===== config.mk =====
export PLATFORM = sky130hd
export DESIGN_NAME = rtd_adc_to_temperature_unit_flat
export DESIGN_NICKNAME = d
export VERILOG_FILES = /design/src/hw/rtl/rtd_pkg.sv /design/src/hw/rtl/rtd_sample_if.sv /design/src/hw/rtl/rtd_result_if.sv /design/src/hw/rtl/rtd_adc_to_temperature_unit.sv /design/src/hw/rtl/rtd_div.sv /design/src/hw/rtl/rtd_datapath.sv /design/src/hw/rtl/rtd_ctrl.sv /design/src/flat_wrapper.sv
export SDC_FILE = /design/constraint.sdc
export NUM_CORES = 2
export LEC_CHECK = 0
export BUFFER_PORTS_ARGS = -buffer_cell sky130_fd_sc_hd__buf_4
export CORE_ASPECT_RATIO = 1.4
export CORE_MARGIN = 5
export CORE_UTILIZATION = 60
export CTS_CLUSTER_SIZE = 40
export DETAILED_ROUTE_END_ITERATION = 8
export PLACE_DENSITY = 0.8
export SYNTH_ARGS = -nofsm -noshare
export SYNTH_HDL_FRONTEND = slang
export SYNTH_SLANG_ARGS = --single-unit

===== constraint.sdc =====
create_clock -name clk -period 27.4 [get_ports clk]
set_input_delay 4.11 -clock clk [delete_from_list [all_inputs] [get_ports clk]]
set_output_delay 4.11 -clock clk [all_outputs]
set_load 0.02 [all_outputs]

===== src/hw/rtl/rtd_pkg.sv =====
// Shared types, constants and the PT1000 resistance table for the RTD converter.
`default_nettype none

package rtd_pkg;

  // Field widths
  localparam int SAMPLE_W  = 16;
  localparam int RES_W     = 16;
  localparam int TEMP_W    = 11;
  localparam int DECI_W    = 14;
  localparam int ROM_IDX_W = 7;

  // Register map: one register, index taken from paddr[2]
  localparam int          PADDR_W        = 3;
  localparam logic        CFG_IDX_OFFSET = 1'b0;
  localparam logic [15:0] OFFSET_RESET   = 16'd200;

  // Arithmetic constants
  localparam logic [SAMPLE_W-1:0] SAMPLE_MAX   = 16'hFFFF;
  localparam int                  ROM_SIZE     = 126;
  localparam int                  ROM_MIN_TEMP = -25;
  localparam logic [ROM_IDX_W-1:0] ROM_LAST     = 7'(ROM_SIZE - 1);
  localparam logic [ROM_IDX_W-1:0] ROM_MID_INIT = 7'((ROM_SIZE - 1) / 2);
  localparam logic [TEMP_W:0]      TEMP_BIAS    = 12'(-ROM_MIN_TEMP * 10);
  localparam logic [3:0]           GUARD_LAST   = 4'd15;

  // PT1000 resistance in deci-ohms, one entry per degree from -25 C to 100 C
  localparam logic [DECI_W-1:0] PT_ROM [ROM_SIZE] = '{
     9019,  9059,  9098,  9137,  9177,  9216,  9255,  9295,  9334,  9373,
     9412,  9452,  9491,  9530,  9569,  9609,  9648,  9687,  9726,  9765,
     9804,  9844,  9883,  9922,  9961, 10000, 10039, 10078, 10117, 10156,
    10195, 10234, 10273, 10312, 10351, 10390, 10429, 10468, 10507, 10546,
    10585, 10624, 10663, 10702, 10740, 10779, 10818, 10857, 10896, 10935,
    10973, 11012, 11051, 11090, 11128, 11167, 11206, 11245, 11283, 11322,
    11361, 11399, 11438, 11477, 11515, 11554, 11593, 11631, 11670, 11708,
    11747, 11785, 11824, 11862, 11901, 11940, 11978, 12016, 12055, 12093,
    12132, 12170, 12209, 12247, 12286, 12324, 12362, 12401, 12439, 12477,
    12516, 12554, 12592, 12631, 12669, 12707, 12745, 12784, 12822, 12860,
    12898, 12937, 12975, 13013, 13051, 13089, 13127, 13166, 13204, 13242,
    13280, 13318, 13356, 13394, 13432, 13470, 13508, 13546, 13584, 13622,
    13660, 13698, 13736, 13774, 13812, 13850
  };

  // Table lookup; indexes past the end read the last entry.
  function automatic logic [DECI_W-1:0] rom_entry(input logic [ROM_IDX_W-1:0] idx);
    if (idx > ROM_LAST) begin
      return PT_ROM[ROM_SIZE-1];
    end
    return PT_ROM[idx];
  endfunction

  // Commands from the controller to the datapath
  typedef struct packed {
    logic load_sample;
    logic res_start;
    logic res_take;
    logic deci_load;
    logic search_step;
    logic interp_start;
    logic out_load;
  } rtd_cmd_t;

  // Status from the datapath to the controller
  typedef struct packed {
    logic res_sat;
    logic div_done;
    logic search_last;
    logic interp_div;
  } rtd_status_t;

endpackage

`default_nettype wire


===== src/hw/rtl/rtd_sample_if.sv =====
// Input channel carrying one ADC sample per beat.
`default_nettype none

interface rtd_sample_if import rtd_pkg::*; ();
  logic                valid;
  logic                ready;
  logic [SAMPLE_W-1:0] adc_sample;

  modport source (output valid, output adc_sample, input ready);
  modport sink   (input valid, input adc_sample, output ready);
endinterface

`default_nettype wire


===== src/hw/rtl/rtd_result_if.sv =====
// Output channel carrying one temperature result per beat.
`default_nettype none

interface rtd_result_if import rtd_pkg::*; ();
  logic                     valid;
  logic                     ready;
  logic signed [TEMP_W-1:0] temperature_deci_c;
  logic [RES_W-1:0]         resistance_ohm;
  logic                     fault;

  modport source (output valid, output temperature_deci_c, output resistance_ohm,
                  output fault, input ready);
  modport sink   (input valid, input temperature_deci_c, input resistance_ohm,
                  input fault, output ready);
endinterface

`default_nettype wire


===== src/hw/rtl/rtd_adc_to_temperature_unit.sv =====
// Top level of the RTD sample to temperature converter with its register port.
//
//   Channel  Role    Beat contents
//   -------  ------  ----------------------------------------------------
//   sample   sink    adc_sample (16 bits, unsigned)
//   result   source  temperature_deci_c (11 bits, signed), resistance_ohm
//                    (16 bits), fault (1 bit)
//   APB      slave   offset_resistor_ohm at byte address 0
//
// The product is registered as a sample is accepted. The result is loaded after the
// resistance division in the shared serial divider, the table search steps, the
// interpolation division in the same divider and the RES, DECI, ISETUP and DONE states;
// a new sample is taken only once the controller is back in idle. A saturated
// resistance or an exact table hit skips one division.
// Reset clears the controller and sets the offset register to 200 ohms.
// A result waits in the output register while the next sample is taken in; the
// controller holds its finished result until that register is free.
`default_nettype none

module rtd_adc_to_temperature_unit import rtd_pkg::*; (
  input  wire logic               clk,
  input  wire logic               rst,
  input  wire logic               psel,
  input  wire logic               penable,
  input  wire logic               pwrite,
  input  wire logic [PADDR_W-1:0] paddr,
  input  wire logic [31:0]        pwdata,
  output logic [31:0]             prdata,
  output logic                    pready,
  rtd_sample_if.sink              sample,
  rtd_result_if.source            result
);

  logic [15:0] offset_resistor_ohm;
  logic        cfg_write;
  rtd_cmd_t    cmd;
  rtd_status_t status;

  // Register port: write on the access cycle, read returns the register
  assign pready    = 1'b1;
  assign cfg_write = psel && penable && pwrite && pready;
  assign prdata    = (paddr[2] == CFG_IDX_OFFSET) ? {16'd0, offset_resistor_ohm} : 32'd0;

  always_ff @(posedge clk) begin
    if (rst) begin
      offset_resistor_ohm <= OFFSET_RESET;
    end else if (cfg_write && (paddr[2] == CFG_IDX_OFFSET)) begin
      offset_resistor_ohm <= pwdata[15:0];
    end
  end

  // Sequencer
  rtd_ctrl u_ctrl (
    .clk       (clk),
    .rst       (rst),
    .in_valid  (sample.valid),
    .in_ready  (sample.ready),
    .out_valid (result.valid),
    .out_ready (result.ready),
    .status    (status),
    .cmd       (cmd)
  );

  // Arithmetic and output payload
  rtd_datapath u_datapath (
    .clk                (clk),
    .rst                (rst),
    .cmd                (cmd),
    .status             (status),
    .adc_sample         (sample.adc_sample),
    .offset             (offset_resistor_ohm),
    .temperature_deci_c (result.temperature_deci_c),
    .resistance_ohm     (result.resistance_ohm),
    .fault              (result.fault)
  );

endmodule

`default_nettype wire


===== src/hw/rtl/rtd_div.sv =====
// Restoring serial divider, one quotient bit per cycle, 16 quotient bits.
`default_nettype none

module rtd_div import rtd_pkg::*; (
  input  wire logic        clk,
  input  wire logic        rst,
  input  wire logic        start,
  input  wire logic [15:0] rem_init,
  input  wire logic [15:0] dividend,
  input  wire logic [15:0] divisor,
  output logic             done,
  output logic [15:0]      quotient
);

  logic [15:0] rem;
  logic [15:0] shreg;
  logic [15:0] dvs;
  logic [4:0]  count;
  logic [16:0] trial;
  logic        fits;

  // One trial subtraction: shift the next dividend bit into the remainder
  assign trial = {rem, shreg[15]};
  assign fits  = trial >= {1'b0, dvs};

  // Step counter is control state
  always_ff @(posedge clk) begin
    if (rst) begin
      count <= 5'd0;
    end else if (start) begin
      count <= 5'd16;
    end else if (count != 5'd0) begin
      count <= count - 5'd1;
    end
  end

  // Remainder and the shift register that turns dividend bits into quotient bits
  always_ff @(posedge clk) begin
    if (start) begin
      rem   <= rem_init;
      shreg <= dividend;
      dvs   <= divisor;
    end else if (count != 5'd0) begin
      rem   <= fits ? 16'(trial - {1'b0, dvs}) : trial[15:0];
      shreg <= {shreg[14:0], fits};
    end
  end

  assign done     = (count == 5'd0);
  assign quotient = shreg;

endmodule

`default_nettype wire


===== src/hw/rtl/rtd_datapath.sv =====
// Datapath: multiply, resistance division, deci-ohm clamp, table search, interpolation.
`default_nettype none

module rtd_datapath import rtd_pkg::*; (
  input  wire logic                clk,
  input  wire logic                rst,
  input  wire rtd_cmd_t            cmd,
  output rtd_status_t              status,
  input  wire logic [SAMPLE_W-1:0] adc_sample,
  input  wire logic [15:0]         offset,
  output logic signed [TEMP_W-1:0] temperature_deci_c,
  output logic [RES_W-1:0]         resistance_ohm,
  output logic                     fault
);

  logic [31:0]          product;
  logic [15:0]          denom;
  logic [RES_W-1:0]     res;
  logic                 res_fault;
  logic [DECI_W-1:0]    deci;
  logic [ROM_IDX_W-1:0] lo;
  logic [ROM_IDX_W-1:0] hi;
  logic [ROM_IDX_W-1:0] mid;
  logic [3:0]           guard;
  logic                 mode_up;
  logic                 mode_dn;
  logic [TEMP_W-1:0]    base;

  logic                 res_sat;
  logic                 div_start;
  logic [15:0]          div_rem_init;
  logic [15:0]          div_dividend;
  logic [15:0]          div_divisor;
  logic                 div_done;
  logic [15:0]          div_q;

  logic [19:0]          res10;
  logic [15:0]          res10_sat;
  logic [DECI_W-1:0]    deci_next;

  logic [DECI_W-1:0]    mid_val;
  logic [ROM_IDX_W-1:0] lo_next;
  logic [ROM_IDX_W-1:0] hi_next;
  logic [ROM_IDX_W:0]   span_sum;
  logic [ROM_IDX_W-1:0] mid_next;
  logic                 search_last;

  logic [DECI_W-1:0]    e_up;
  logic [DECI_W-1:0]    e_dn;
  logic                 up;
  logic                 dn;
  logic [DECI_W-1:0]    gap;
  logic [15:0]          interp_num;
  logic [15:0]          interp_dvs;
  logic [TEMP_W:0]      base_wide;
  logic [TEMP_W-1:0]    temp_calc;

  // Quotient overflows 16 bits exactly when the upper product half reaches the
  // divisor; a full-scale sample gives a zero divisor and lands here as well.
  assign res_sat = product[31:16] >= denom;

  // Saturating times ten, then clamp into the table range
  assign res10     = 20'({res, 3'b000}) + 20'({res, 1'b0});
  assign res10_sat = (res10 > 20'h0FFFF) ? 16'hFFFF : res10[15:0];
  always_comb begin
    if (res10_sat < {2'b00, rom_entry('0)}) begin
      deci_next = rom_entry('0);
    end else if (res10_sat > {2'b00, rom_entry(ROM_LAST)}) begin
      deci_next = rom_entry(ROM_LAST);
    end else begin
      deci_next = res10_sat[DECI_W-1:0];
    end
  end

  // One halving step of the table search
  assign mid_val     = rom_entry(mid);
  assign lo_next     = (mid_val > deci) ? lo : mid;
  assign hi_next     = (mid_val > deci) ? mid : hi;
  assign span_sum    = {1'b0, lo_next} + {1'b0, hi_next};
  assign mid_next    = span_sum[ROM_IDX_W:1];
  assign search_last = (rom_entry(mid_next) == deci) || (lo_next == mid_next) ||
                       (guard == GUARD_LAST);

  // Interpolation operands around the found entry
  assign e_up       = rom_entry(mid + 7'd1);
  assign e_dn       = rom_entry(mid - 7'd1);
  assign up         = (deci > mid_val) && (mid < ROM_LAST);
  assign dn         = (deci < mid_val) && (mid != '0);
  assign gap        = up ? (deci - mid_val) : (mid_val - deci);
  assign interp_num = 16'({gap, 3'b000}) + 16'({gap, 1'b0});
  assign interp_dvs = up ? 16'(e_up - mid_val) : 16'(mid_val - e_dn);
  assign base_wide  = 12'({mid, 3'b000}) + 12'({mid, 1'b0}) - TEMP_BIAS;

  // The divider serves the resistance and the interpolation in turn
  assign div_start    = (cmd.res_start && !res_sat) || (cmd.interp_start && (up || dn));
  assign div_rem_init = cmd.interp_start ? 16'd0 : product[31:16];
  assign div_dividend = cmd.interp_start ? interp_num : product[15:0];
  assign div_divisor  = cmd.interp_start ? interp_dvs : denom;

  rtd_div u_div (
    .clk      (clk),
    .rst      (rst),
    .start    (div_start),
    .rem_init (div_rem_init),
    .dividend (div_dividend),
    .divisor  (div_divisor),
    .done     (div_done),
    .quotient (div_q)
  );

  // Final temperature, modulo the field width
  always_comb begin
    if (mode_up) begin
      temp_calc = base + div_q[TEMP_W-1:0];
    end else if (mode_dn) begin
      temp_calc = base - div_q[TEMP_W-1:0];
    end else begin
      temp_calc = base;
    end
  end

  // Working registers, loaded under the controller's commands
  always_ff @(posedge clk) begin
    if (cmd.load_sample) begin
      product <= {16'd0, adc_sample} * {16'd0, offset};
      denom   <= SAMPLE_MAX - adc_sample;
    end
    if (cmd.res_start) begin
      res_fault <= res_sat;
      if (res_sat) begin
        res <= 16'hFFFF;
      end
    end
    if (cmd.res_take) begin
      res <= div_q;
    end
    if (cmd.deci_load) begin
      deci  <= deci_next;
      lo    <= '0;
      hi    <= ROM_LAST;
      mid   <= ROM_MID_INIT;
      guard <= 4'd0;
    end
    if (cmd.search_step) begin
      lo    <= lo_next;
      hi    <= hi_next;
      mid   <= mid_next;
      guard <= guard + 4'd1;
    end
    if (cmd.interp_start) begin
      mode_up <= up;
      mode_dn <= dn;
      base    <= base_wide[TEMP_W-1:0];
    end
    if (cmd.out_load) begin
      temperature_deci_c <= temp_calc;
      resistance_ohm     <= res;
      fault              <= res_fault;
    end
  end

  assign status.res_sat     = res_sat;
  assign status.div_done    = div_done;
  assign status.search_last = search_last;
  assign status.interp_div  = up || dn;

endmodule

`default_nettype wire


===== src/hw/rtl/rtd_ctrl.sv =====
// Controller state machine sequencing the datapath and the output register.
`default_nettype none

module rtd_ctrl import rtd_pkg::*; (
  input  wire logic        clk,
  input  wire logic        rst,
  input  wire logic        in_valid,
  output logic             in_ready,
  output logic             out_valid,
  input  wire logic        out_ready,
  input  wire rtd_status_t status,
  output rtd_cmd_t         cmd
);

  localparam logic [2:0] S_IDLE   = 3'd0;
  localparam logic [2:0] S_RES    = 3'd1;
  localparam logic [2:0] S_DIV1   = 3'd2;
  localparam logic [2:0] S_DECI   = 3'd3;
  localparam logic [2:0] S_SEARCH = 3'd4;
  localparam logic [2:0] S_ISETUP = 3'd5;
  localparam logic [2:0] S_DIV2   = 3'd6;
  localparam logic [2:0] S_DONE   = 3'd7;

  logic [2:0] state;
  logic [2:0] state_next;
  logic       out_free;

  // The output register is free when empty or being emptied this cycle
  assign out_free = !out_valid || out_ready;
  assign in_ready = (state == S_IDLE);

  // Next state and commands
  always_comb begin
    state_next = state;
    cmd        = '0;
    unique case (state)
      S_IDLE: begin
        if (in_valid) begin
          cmd.load_sample = 1'b1;
          state_next      = S_RES;
        end
      end
      S_RES: begin
        cmd.res_start = 1'b1;
        state_next    = status.res_sat ? S_DECI : S_DIV1;
      end
      S_DIV1: begin
        if (status.div_done) begin
          cmd.res_take = 1'b1;
          state_next   = S_DECI;
        end
      end
      S_DECI: begin
        cmd.deci_load = 1'b1;
        state_next    = S_SEARCH;
      end
      S_SEARCH: begin
        cmd.search_step = 1'b1;
        if (status.search_last) begin
          state_next = S_ISETUP;
        end
      end
      S_ISETUP: begin
        cmd.interp_start = 1'b1;
        state_next       = status.interp_div ? S_DIV2 : S_DONE;
      end
      S_DIV2: begin
        if (status.div_done) begin
          state_next = S_DONE;
        end
      end
      S_DONE: begin
        if (out_free) begin
          cmd.out_load = 1'b1;
          state_next   = S_IDLE;
        end
      end
      default: begin
        state_next = S_IDLE;
      end
    endcase
  end

  // State and output valid flag
  always_ff @(posedge clk) begin
    if (rst) begin
      state     <= S_IDLE;
      out_valid <= 1'b0;
    end else begin
      state <= state_next;
      if (cmd.out_load) begin
        out_valid <= 1'b1;
      end else if (out_ready) begin
        out_valid <= 1'b0;
      end
    end
  end

endmodule

`default_nettype wire


===== src/flat_wrapper.sv =====
// flat-port wrapper written by rule: the top's interface ports become plain ports
module rtd_adc_to_temperature_unit_flat import rtd_pkg::*;
  (clk, rst, psel, penable, pwrite, paddr, pwdata, prdata, pready, sample_valid, sample_adc_sample, sample_ready, result_valid, result_temperature_deci_c, result_resistance_ohm, result_fault, result_ready);
  rtd_sample_if sample_i ();
  rtd_result_if result_i ();
  input  wire logic clk;
  input  wire logic rst;
  input  wire logic psel;
  input  wire logic penable;
  input  wire logic pwrite;
  input  wire logic [PADDR_W-1:0] paddr;
  input  wire logic [31:0] pwdata;
  output logic [31:0] prdata;
  output logic pready;
  input wire logic [$bits(sample_i.valid)-1:0] sample_valid;
  input wire logic [$bits(sample_i.adc_sample)-1:0] sample_adc_sample;
  output wire logic [$bits(sample_i.ready)-1:0] sample_ready;
  output wire logic [$bits(result_i.valid)-1:0] result_valid;
  output wire logic [$bits(result_i.temperature_deci_c)-1:0] result_temperature_deci_c;
  output wire logic [$bits(result_i.resistance_ohm)-1:0] result_resistance_ohm;
  output wire logic [$bits(result_i.fault)-1:0] result_fault;
  input wire logic [$bits(result_i.ready)-1:0] result_ready;
  assign sample_i.valid = sample_valid;
  assign sample_i.adc_sample = sample_adc_sample;
  assign sample_ready = sample_i.ready;
  assign result_valid = result_i.valid;
  assign result_temperature_deci_c = result_i.temperature_deci_c;
  assign result_resistance_ohm = result_i.resistance_ohm;
  assign result_fault = result_i.fault;
  assign result_i.ready = result_ready;
  rtd_adc_to_temperature_unit u_core (.clk(clk), .rst(rst), .psel(psel), .penable(penable), .pwrite(pwrite), .paddr(paddr), .pwdata(pwdata), .prdata(prdata), .pready(pready), .sample(sample_i), .result(result_i));
endmodule

Word-level counts from Yosys, hierarchy flattened:

Memories as Yosys holds them, arrays and structs flattened.
Index checks and enable logic that the tools add are counted.

* bitwise gates (word level): 5
* add/sub/neg operators: 17
* equality and inequality tests: 15
* multipliers: 1
* $lt $le $gt $ge: 17
* mux-type cells: 70
* reduce and logical (&&, ||, !) cells: 27

Operators with widths (count)
* $mux W14: 17
* $mux W16: 14
* $mux W7: 8
* $ge A8 B8 Y1 const B: 4
* $mul A16 B16 Y32: 1
* $not A7 Y8: 4
* $sub A14 B14 Y15: 2
* $gt A14 B14 Y1: 2
* $gt A7 B7 Y1 const B: 4
* $sub A14 B14 Y14: 2
* $pmux W3 S8: 1
* $mux W11: 2
* $add A19 B17 Y20: 1
* $gt A20 B16 Y1 const B: 1
* $mux W1: 18
* $ge A17 B16 Y1: 1
* $add A16 B15 Y16: 1
* $ge A16 B16 Y1: 1
* $gt A16 B14 Y1 const B: 1
* $lt A16 B14 Y1 const B: 1
* $sub A16 B16 Y16: 1
* $sub A16 B16 Y16 const A: 1
* $mux W3: 5
* $eq A14 B14 Y1: 1
* 32 further kinds: 58

* register bits after elaboration: 218
* output and inout port bits: 63
* memories kept: 4
* word-level logic and storage cells: 180
* input port bits: 58
* memory bits (read-only): 7168

Memory list
* (no name shown): depth 128, bits a word 14, read ports 1, clocked after Yosys merged registers in 0, write ports 0, RTL line rtd_pkg.sv:49 `return PT_ROM[idx];`
* (no name shown): depth 128, bits a word 14, read ports 1, clocked after Yosys merged registers in 0, write ports 0, RTL line rtd_pkg.sv:49
* (no name shown): depth 128, bits a word 14, read ports 1, clocked after Yosys merged registers in 0, write ports 0, RTL line rtd_pkg.sv:49
* (no name shown): depth 128, bits a word 14, read ports 1, clocked after Yosys merged registers in 0, write ports 0, RTL line rtd_pkg.sv:49

Logic depth before layout (Yosys ltp):

* depth after elaboration: 18
* mapped depth: 48
* mapped depth without buffers: 42

Modules after synthesis:

A second synthesis with hierarchy kept.

* cells, all modules: 3972
* area total of the unflattened synthesis: 31876.8 sq um

By module, submodules not included
* rtd_datapath: seq. area each 4324.1 sq um, cells an instance 3563, times used 1, area an instance 27558.9 sq um
* rtd_div: seq. area each 1541.5 sq um, cells an instance 270, times used 1, area an instance 3075.4 sq um
* rtd_adc_to_temperature_unit: seq. area each 320.3 sq um, cells an instance 106, times used 1, area an instance 972.2 sq um
* rtd_ctrl: seq. area each 80.1 sq um, cells an instance 33, times used 1, area an instance 270.3 sq um

Worst setup path after synthesis:

Ideal clock, no wire load.

* path kind: input to register
* start: input port sample_adc_sample[10]
* end: register u_core.u_datapath.product[31] (data pin)
* stages: 25
* setup slack: 17441 ps
* path buffers: 1
* library setup time: 260 ps
* data required time: 27140 ps
* arrival: 9699 ps
* cells stage by stage: clkbuf_1 > nand2_1 > fa_1 > inv_1 > fa_1 > inv_1 > fa_1 > fa_1 > inv_1 > fa_1 > inv_1 > fa_1 > inv_1 > ha_1 > inv_1 > o21bai_1 > a21oi_1 > o21ai_0 > a41o_1 > o21a_1 > a41oi_1 > a21oi_1 > a21o_1 > a21oi_1 > xnor2_1

* longest elaborated chain between the ends: 1

Ends and longest elaborated chain
* start, declared: RTL line flat_wrapper.sv:16 `input wire logic [$bits(sample_i.adc_sample)-1:0] sample_adc_sample;`
* $mul A16 B16 Y32: RTL line rtd_datapath.sv:125 `product <= {16'd0, adc_sample} * {16'd0, offset};`
* end signal, assigned: RTL line rtd_datapath.sv:125
* end, declared: RTL line rtd_datapath.sv:16 `logic [31:0] product;`

Every way passes these cells.
A chain may end at the register's enable or synchronous reset.

Worst setup path in the final report:

* start: register u_core.u_datapath.mid[1]
* end: register u_core.u_ctrl.state[0]

* longest elaborated chain between the ends: 18
* elaborated cells between the ends (all ways): 33
* those cells by class: add/sub: 1; order compare: 6; eq/ne: 3; mux: 12; bitwise: 2; reduce/logical: 7; memory: 2

Ends and longest elaborated chain
* start, declared: RTL line rtd_datapath.sv:23 `logic [ROM_IDX_W-1:0] mid;`
* start signal, assigned: RTL line rtd_datapath.sv:147 `mid <= mid_next;`
* $not A7 Y8 (implied by the code): RTL line rtd_pkg.sv:49
* $mem_v2 Z128 W14
* $mux W14 (implied by the code) (2 in a row): RTL line rtd_pkg.sv:49
* $mux W14: RTL line rtd_pkg.sv:49
* $gt A14 B14 Y1: RTL line rtd_datapath.sv:77, rtd_datapath.sv:78
* $mux W7, on equally long branches: RTL line rtd_datapath.sv:77, rtd_datapath.sv:78
* $add A7 B7 Y8: RTL line rtd_datapath.sv:79 `assign span_sum = {1'b0, lo_next} + {1'b0, hi_next};`
* $not A7 Y8 (implied by the code): RTL line rtd_pkg.sv:49
* $mem_v2 Z128 W14
* $mux W14 (implied by the code) (2 in a row): RTL line rtd_pkg.sv:49
* $mux W14: RTL line rtd_pkg.sv:49
* $eq A14 B14 Y1: RTL line rtd_datapath.sv:81 `assign search_last = (rom_entry(mid_next) == deci) || (lo_next == mid_next) ||`
* $logic_or A1 B1 Y1 (2 in a row): RTL line rtd_datapath.sv:81
* $ne A2 B2 Y1 (no source line)
* $reduce_and A5 Y1 (no source line)
* end signal, assigned: RTL line rtd_ctrl.sv:90 `state <= state_next;`
* end, declared: RTL line rtd_ctrl.sv:24 `logic [2:0] state;`

Parallel ways exist; a longest one is shown, timed or not. The select of a mux whose other input is x is not followed.

==> flow_metrics.env <==
export IMPL_dr_pass1_iters=9
export IMPL_rsz0062_at_grt="no"
export IMPL_placed_area_mm2=0.0323
export IMPL_die_h_um=281
export IMPL_cts_max_path_buffers=3
export IMPL_cp_data_arrival_time_ps=13020
export IMPL_cts_hold_buf=0
export IMPL_synthTopCellsByArea="edfxtp_1, fa_1, ha_1"
export IMPL_antenna_cells=0
export IMPL_p_total_mw=2.63
export IMPL_cts_tree="built"
export IMPL_grt_pass1_wl_um=149000
export IMPL_synth_warnings=0
export IMPL_synth_ff_type="edfxtp_1"
export IMPL_fp_row_count=99
export IMPL_drive_gt1_share_pct=6.89
export IMPL_dieWidth_um=203
export IMPL_wl_per_cell_um=20.7
export IMPL_clk_pin_slew_ps=70
export IMPL_start_util_pct=60.4
export IMPL_first_iter_violations=3137
export IMPL_syn_avg_cell_area_um2=7.95
export IMPL_grt_overflow_total=0
export IMPL_drc=0
export IMPL_cp_slowest_cell="a21oi_2"
export IMPL_final_common_cell="nand2_1"
export IMPL_grt_max_degree=104
export IMPL_p_leak_nw=14.4
export IMPL_synth_seq_cells=217
export IMPL_layout_common_cells="nand2_1, inv_1, nor2_1, ha_1, o21ai_0"
export IMPL_end_kind="flip-flop"
export IMPL_fin_ws_ps=14850
export IMPL_root_buffer="clkbuf_16"
export IMPL_insertion_delay_ps=550
export IMPL_vdd_drop_max_mv=0.0989
export IMPL_drt_wl_total_um=93900
export IMPL_tns_ps=0
export IMPL_dieArea_mm2=0.0571
export IMPL_period_needed_ps=12550
export IMPL_required_ps=27860
export IMPL_r2r_setup_slack_ps=14850
export IMPL_fin_area_mm2=0.0331
export IMPL_pre_cts_ws_ps=15320
export IMPL_num_vias=29500
export IMPL_powerDensity_mw_per_mm2=79.4
export IMPL_min_period_over_period_pct=45.8
export IMPL_nets=4408
export IMPL_criticalPathCategory="flip-flop to flip-flop"
export IMPL_slew_headroom_pct=21.9
export IMPL_hold_class="flip-flop to flip-flop"
export IMPL_critical_path_max_stage_delay_ps=810
export IMPL_pin_count=121
export IMPL_htree_levels=1
export IMPL_synth_top_area_cell="edfxtp_1"
export IMPL_syn_area_mm2=0.0314
export IMPL_routabilityCongestion=0.978
export IMPL_synth_edff_count=192
export IMPL_numCtsBuffers=23
export IMPL_tightest_slew_ps=1170
export IMPL_cts_setup_buffers=0
export IMPL_routed_via_density=6.52
export IMPL_synth_top_area_share_pct=18.4
export IMPL_cts_resized=0
export IMPL_coreArea_mm2=0.0520
export IMPL_status="finished clean"
export IMPL_antenna_found_initial=0
export IMPL_ant_nets=0
export IMPL_port_buffers=85
export IMPL_fmax_mhz=79.7
export IMPL_synthDistinctLibCells=100
export IMPL_dp_hpwl_um=69300
export IMPL_reg2reg_depth=42
export IMPL_setup_worst_path_start_class="flip-flop"
export IMPL_slew_violations=0
export IMPL_finalHoldViolCount=0
export IMPL_drv_cap=0
export IMPL_syn_instance_count=3949
export IMPL_yosysSeqAreaShare_pct=19.9
export IMPL_grt_pass1_vias=28500
export IMPL_async_reset_ff_share_pct=0
export IMPL_area_growth_syn_to_layout_pct=5.30
export IMPL_setup_viol=0
export IMPL_worstHoldPathCells=2
export IMPL_fin_worst_skew_ps=19.2
export IMPL_numClockSinks=217
export IMPL_critPathMaxFanout=52
export IMPL_track_usage_pct=31.9
==> per-layer routing <==
layer	global-route usage, %	up-vias	wire length [um]
li1	-	13500	-
met1	38.3	13900	34000
met2	55.7	1694	45300
met3	3.86	446	8130
met4	17.8	0	6490
met5	0	-	0
==> sequential cells by signal (all words and copies together) (netlist names), 5 cells and up <==
| register | cells |
|---|---|
| u_core.offset_resistor_ohm | 16 |
| u_core.u_datapath.base | 10 |
| u_core.u_datapath.deci | 14 |
| u_core.u_datapath.denom | 16 |
| u_core.u_datapath.hi | 7 |
| u_core.u_datapath.lo | 7 |
| u_core.u_datapath.mid | 7 |
| u_core.u_datapath.product | 32 |
| u_core.u_datapath.res | 16 |
| u_core.u_datapath.resistance_ohm | 16 |
| u_core.u_datapath.temperature_deci_c | 11 |
| u_core.u_datapath.u_div.count | 5 |
| u_core.u_datapath.u_div.dvs | 16 |
| u_core.u_datapath.u_div.quotient | 16 |
| u_core.u_datapath.u_div.rem | 16 |
==> worst paths after layout <==
check	start	endpoint
min	u_core.offset_resistor_ohm[13]	u_core.offset_resistor_ohm[13]
max reg2reg	u_core.u_datapath.mid[1]	u_core.u_ctrl.state[0]
min reg2reg	u_core.offset_resistor_ohm[13]	u_core.offset_resistor_ohm[13]
max	u_core.u_datapath.mid[1]	u_core.u_ctrl.state[0]
==> cell usage after synthesis (10+ instances only) <==
cell,instances
xor2_1,30
nor2_1,303
nand2_1,489
o221ai_1,14
a21boi_0,30
buf_1,24
a21o_1,55
o21bai_1,18
dfxtp_1,25
nor4_1,12
and3_1,20
mux2i_1,35
buf_2,15
mux4_2,10
a211oi_1,72
a221oi_1,14
o311ai_0,18
clkbuf_1,214
buf_4,22
o211ai_1,65
o21a_1,12
a31oi_1,25
or3_1,17
nand4_1,23
edfxtp_1,192
o21ai_0,287
a211o_1,13
ha_1,291
or2_2,20
nand3_1,82
and2_1,137
o22ai_1,26
a21oi_1,273
o2111ai_1,15
xnor2_1,113
a311oi_1,19
nand2b_1,31
nor3_1,72
fa_1,203
nor2b_1,42
inv_1,402
==> power by group <==
group	total, mW	leakage (nW)	internal [mW]	switching, mW
Combinational	1.77	12.1	0.658	1.11
Sequential	0.533	1.92	0.481	0.0513
Clock	0.323	0.367	0.177	0.146
Total	2.63	14.4	1.32	1.31
==> layout make-up <==
type | instances | area (um2)
inverter | 412 | 1550
clock inverter | 19 | 200
sequential | 217 | 6270
multi-input combinational | 3059 | 22600
tap | 656 | 821
clock buffer | 23 | 576
fill | 4473 | 18900
timing repair buffer | 143 | 1070
==> cell families (layout without fill, tap and decap cells) <==
family / count (synthesis) / after routing / share of synthesized area (%)
flip-flops: 217 / 217 / 19.9
buffers and inverters: 689 / 597 / 8.60
AND/OR/NAND/NOR: 1280 / 1280 / 18.9
XOR/XNOR: 143 / 143 / 3.99
other: 2 / 18 / 0.0239
AO/OA/AOI/OAI: 1071 / 1071 / 21.9
adder cells (fa/ha/maj): 494 / 494 / 24.5
multiplexers: 53 / 53 / 2.13
==> through the flow <==
step | util [%] | std cells | hold slack [ps]
after floorplan | - | 3965 | 400
after global placement | 62.1 | 4487 | 442
after detailed placement | 62.1 | 4487 | 449
after CTS | 63.6 | 4529 | 457
after global routing | 63.6 | 4529 | 484
final | 63.6 | 4529 | 453
==> worst max-delay path, delay by kind of cell (launching register included) <==
kind,cells,cell delay [ps]
adders and majority gates,4,1610
DFF,1,330
and+or+nand+nor,10,2210
xor gates and xnor gates,1,130
buffers and inverters,7,2890
AOI/OAI and AO/OA,20,5200
Note: power is estimated with default switching activity, not from simulation.
